<file path="config.mk">
export PLATFORM = sky130hd
export DESIGN_NAME = jrdz_sqrt
export DESIGN_NICKNAME = d
export VERILOG_FILES = /design/src/hdl/jrdz_pkg.sv /design/src/hdl/jrdz_sqrt.sv
export SDC_FILE = /design/constraint.sdc
export NUM_CORES = 2
export LEC_CHECK = 0
export BUFFER_PORTS_ARGS = -buffer_cell sky130_fd_sc_hd__buf_2
export CAP_MARGIN = 20
export CORE_UTILIZATION = 30
export CTS_CLUSTER_DIAMETER = 100
export DETAILED_ROUTE_END_ITERATION = 8
export PLACE_DENSITY = 0.56
export SKIP_LAST_GASP = 1
export SLEW_MARGIN = 20
export SYNTH_ARGS = -nofsm -noshare
export SYNTH_HDL_FRONTEND = slang
export SYNTH_SLANG_ARGS = --single-unit
</file>
<file path="constraint.sdc">
create_clock -name clk -period 26.6 [get_ports clk]
set_clock_uncertainty 0.05 [all_clocks]
set_input_delay 2.66 -clock clk [delete_from_list [all_inputs] [get_ports clk]]
set_output_delay 2.66 -clock clk [all_outputs]
set_load 0.005 [all_outputs]
</file>
<file path="src/hdl/jrdz_pkg.sv">
package jrdz_pkg;

  // Full-scale deflection and register reset value.
  localparam logic [14:0] FULL_SCALE = 15'd32767;
  localparam logic [14:0] DZ_RESET   = 15'd7849;

  // Quotient bits produced by the divider, one per stage.
  localparam int unsigned QW = 16;

  // Sideband that travels with a sample through the front end and the root.
  typedef struct packed {
    logic        valid;
    logic        in_dz;
    logic        neg_x;
    logic        neg_y;
    logic [15:0] mag_x;
    logic [15:0] mag_y;
  } side_t;

  // Control bits that travel with a sample through the divider.
  typedef struct packed {
    logic valid;
    logic in_dz;
    logic neg_x;
    logic neg_y;
  } ctl_t;

endpackage

</file>
<file path="src/hdl/jrdz_sqrt.sv">
// Pipelined integer square root, one result bit per stage.
module jrdz_sqrt #(
  parameter int unsigned F = 8
) (
  input  logic                  clk,
  input  logic                  rst_n,
  input  logic                  en,
  input  logic [32+2*F-1:0]     v_in,
  input  jrdz_pkg::side_t       sb_in,
  output logic [16+F-1:0]       root_out,
  output jrdz_pkg::side_t       sb_out
);

  localparam int unsigned VW  = 32 + 2 * F;
  localparam int unsigned RW  = 16 + F;
  localparam int unsigned RMW = RW + 3;

  logic [RMW-1:0]  rem_r  [RW];
  logic [RW-1:0]   root_r [RW];
  logic [VW-1:0]   v_r    [RW];
  jrdz_pkg::side_t sb_r   [RW];

  for (genvar g = 0; g < RW; g++) begin : g_stage
    logic [RMW-1:0]  rem_prev;
    logic [RW-1:0]   root_prev;
    logic [VW-1:0]   v_prev;
    jrdz_pkg::side_t sb_prev;
    logic [RMW-1:0]  cat;
    logic [RMW-1:0]  trial;
    logic            take;

    if (g == 0) begin : g_first
      assign rem_prev  = '0;
      assign root_prev = '0;
      assign v_prev    = v_in;
      assign sb_prev   = sb_in;
    end else begin : g_next
      assign rem_prev  = rem_r[g-1];
      assign root_prev = root_r[g-1];
      assign v_prev    = v_r[g-1];
      assign sb_prev   = sb_r[g-1];
    end

    // Bring down the next two radicand bits and try the next root bit.
    always_comb begin
      cat   = {rem_prev[RMW-3:0], v_prev[VW-1 -: 2]};
      trial = {1'b0, root_prev, 2'b01};
      take  = (cat >= trial);
    end

    always_ff @(posedge clk) begin
      if (!rst_n) begin
        sb_r[g] <= '0;
      end else if (en) begin
        sb_r[g] <= sb_prev;
      end
    end

    always_ff @(posedge clk) begin
      if (en) begin
        rem_r[g]  <= take ? (cat - trial) : cat;
        root_r[g] <= {root_prev[RW-2:0], take};
        v_r[g]    <= v_prev << 2;
      end
    end
  end

  assign root_out = root_r[RW-1];
  assign sb_out   = sb_r[RW-1];

endmodule

</file>
==> flow_summary.yaml <==
yosys:
  syn_inst: 6857
  synth-main-ff-cell: "edfxtp_1"
  ys_seq_elements: 2258
  syn_nets: 7269
  synth_top_family_by_area: "simple AND/OR/NAND/NOR gates"
  synth_xor_area_share_pct: 3.85
  synthAdderAreaFrac_pct: 4.21
  yosysSeqAreaShare_pct: 70.1
  yosys.area.top_type: "edfxtp_1"
  async_flop_share_pct: 0
  synthSimpleGateAreaFrac_pct: 12.1
  yosys_warnings: 0
  synth_mux_area_share_pct: 0.752
  synthTopCellsByArea: "edfxtp_1 (70%), and3_1 (5.7%), ha_1 (4.2%), xnor2_1 (2.0%), xor2_1 (1.8%)"
  syn_avg_cell_area_um2: 14.1
  synth_edf_count: 2258
  synth_top_area_share_pct: 70.1
  synth_compound_area_share_pct: 6.30
  synthDistinctLibCells: 83
  netlist_area_um2: 96700
power_and_ir_drop:
  peakVddDrop_mv: 0.0505
  p_leak_nw: 44.3
  powerDensity_nw_per_um2: 81.8
  total_power_mw: 9.05
clock_tree:
  cts_resized: 0
  cts_sinks: 2258
  worstSkewPairLatency_ps: 840
  cts_hold_buf: 0
  postCtsSetupRepairBufs: 0
  cts_tree: "done"
  cts_buffers: 262
  htree_num_levels: 5
  clockBufferDepth: 4
  root_buffer: "clkbuf_16"
  clk_pin_slew_ps: 60
global_route:
  antenna_found_initial: 6
  grt.overflow.total: 0
  grt_pass1_vias: 51600
  grt_usage_pct: 9.49
  grt_max_degree: 299
  grt_pass1_wl_mm: 259
outcome:
  status: "complete, but fails checks"
  failed_checks: "DRC"
timing:
  setup_violations: 0
  period_share_pct: 32.4
  drv_slew: 0
  rsz0062_at_grt: "false"
  fin_crit_ps: 8610
  fmax_mhz: 116
  relSlewSlack_pct: 24.3
  worstMarginPinSlew_ps: 1130
  hold_viol: 0
  fin_setup_tns_ps: 0
detailed_routing:
  antenna_left: 0
  wire_per_inst_um: 13.9
  dr.first_iter.drc_count: 3501
  wl_mm: 161
  routed_via_density: 4.49
  first_pass_iters: 8
  drc: 1
  vias: 51800
finish:
  layout-drive-gt1-share_pct: 9.17
  multiInputGateArea_um2: 26300
  nets: 7451
  postLayoutCoreUtil_pct: 34.5
  areaGrowthSynthToFinish_pct: 14.5
  n_fill_cell: 30600
  ff_latch_area_um2: 67800
critical_path:
  crit_chain: "buf_12 -> buf_4 -> buf_4 -> buf_4 -> buf_12 -> buf_4 -> buf_4 -> buf_4"
  crit_top_cell: "buf_4"
  critPathMaxFanout: 198
  critPathArrivalTime_ps: 9000
  worstPathBufferInverterCount: 8
  startpoint_type: "input port"
  required_ps: 26990
  path_class: "in -> reg"
  cp_top_family: "buffers and inverters"
  critPathMaxStageDelay_ps: 900
  cp-end-kind: "flip-flop"
  crit-reg2reg-launch: "rem_r[0][64]$_DFFE_PP_"
  crit_slowest_cell: "buf_4"
  startpoint: "en"
floorplanning:
  initial_core_util_pct: 30.1
  core-area_um2: 321000
  die_x_um: 570
  fp.dieH_um: 570
  rows: 208
  ios: 147
  dieArea_um2: 325000
place:
  hpwlAfterDp_mm: 102
  place_congestion: 0.891
  port_buffers: 146
run:
  drv_cap: 0
worst_hold_path:
  hold_path.class: "reg -> reg"
  holdCritStartpoint: "v_r[0][167]$_DFFE_PP_"
[layer usage]
| layer | share of wire [%] | global-route usage, % | routed length (um) | up-vias |
|---|---|---|---|---|
| met2 | 48 | 16.3 | 77000 | 1017 |
| met1 | 44 | 11.4 | 70600 | 24200 |
| met5 | 0 | 0 | 0 | - |
| met4 | 4.4 | 4.71 | 7150 | 0 |
| li1 | - | - | - | 26100 |
| met3 | 3.9 | 1.66 | 6290 | 479 |
[power by group]
part           internal [mW]  switching, mW  total [mW]
Combinational          0.477          0.652        1.13
Clock                   2.04           1.38        3.42
Sequential              4.34          0.161        4.50
Total                   6.86           2.19        9.05
[state kept, by name, summed over array words and instances (netlist names)]
signal	flops
rem_r	542
root_r	300
sb_r	864
v_r	552
[cells in the mapped netlist (all sizes together), types with 19 or more instances]
master / number
edfxtp: 2258
and3: 886
inv: 411
nand2: 333
ha: 325
a21oi: 284
nor2: 283
o21ai: 273
clkbuf: 269
xnor2: 224
xor2: 201
nor3: 114
a21o: 104
nor4: 80
nand3: 72
o21a: 62
mux2: 61
nand2b: 56
nor2b: 53
or3: 50
nand4: 45
or4: 38
o31ai: 36
a211oi: 28
a31oi: 26
o211ai: 24
or2: 22
and2: 20
o21bai: 19
[kinds of logic (layout without fill, tap and decap cells)]
family | Yosys count | count (layout)
other cells | 1 | 3
fa+ha+maj | 325 | 325
compound gates | 980 | 980
flops | 2258 | 2258
buf+inv | 690 | 1071
simple gates | 2113 | 2113
xor+xnor | 425 | 425
mux | 65 | 65
[through the flow]
| stage | hold slack, ps | setup WS, ps | cell area, um2 | instances |
|---|---|---|---|---|
| 6_report | 331 | 17990 | 111000 | 11500 |
| 4_1_cts | 335 | 17810 | 111000 | 11500 |
| 2_1_floorplan | 350 | 1360 | 96700 | 6857 |
| 3_3_place_gp | 351 | 17160 | 102000 | 11100 |
| 5_1_grt | 343 | 17250 | 111000 | 11500 |
| 3_5_place_dp | 355 | 16890 | 102000 | 11100 |
[area by class of cell]
| cell class | instances | share of cell area (%) |
|---|---|---|
| clock inverters | 137 | 1.14 |
| repair buffers | 195 | 1.16 |
| well taps | 4305 | 4.87 |
| diodes | 2 | 0.00452 |
| inverters | 413 | 1.40 |
| clock buffers | 326 | 6.33 |
| multi-input cells | 3909 | 23.8 |
| flip-flops and latches | 2258 | 61.3 |
[final timing paths]
path / cells after the start / endpoint / slack [ps]
setup / recovery: 8 / root_r[2][187]$_DFFE_PP_ / 17990
hold / removal: 0 / v_r[0][215]$_DFFE_PP_ / 330
setup reg to reg: 8 / rem_r[0][98]$_DFFE_PP_ / 22760
hold reg to reg: 0 / v_r[0][215]$_DFFE_PP_ / 330
[cells in the final DEF, fill, tap and decap left out, types with 13 or more instances in the layout]
cell type,netlist,layout
a211oi_1,28,27
a21boi_0,16,16
a21o_1,104,104
a21oi_1,284,283
a31oi_1,26,26
and2_1,20,20
and3_1,885,885
buf_2,3,144
buf_4,0,35
bufinv_16,0,17
clkbuf_1,269,54
clkbuf_16,0,272
clkinv_1,2,53
clkinv_2,0,37
edfxtp_1,2258,2258
ha_1,325,325
inv_1,410,410
mux2_2,60,60
nand2_1,333,333
nand2b_1,56,55
nand3_1,72,72
nand3b_1,15,15
nand4_1,45,45
nor2_1,283,283
nor2b_1,53,53
nor3_1,114,114
nor4_1,79,79
o211ai_1,23,23
o21a_1,62,62
o21ai_0,270,270
o21bai_1,19,18
o31ai_1,36,34
o41ai_1,13,13
or2_2,20,20
or3_1,50,50
or4_1,37,37
xnor2_1,224,224
xor2_1,201,201
(Power assumes the default switching activity.)
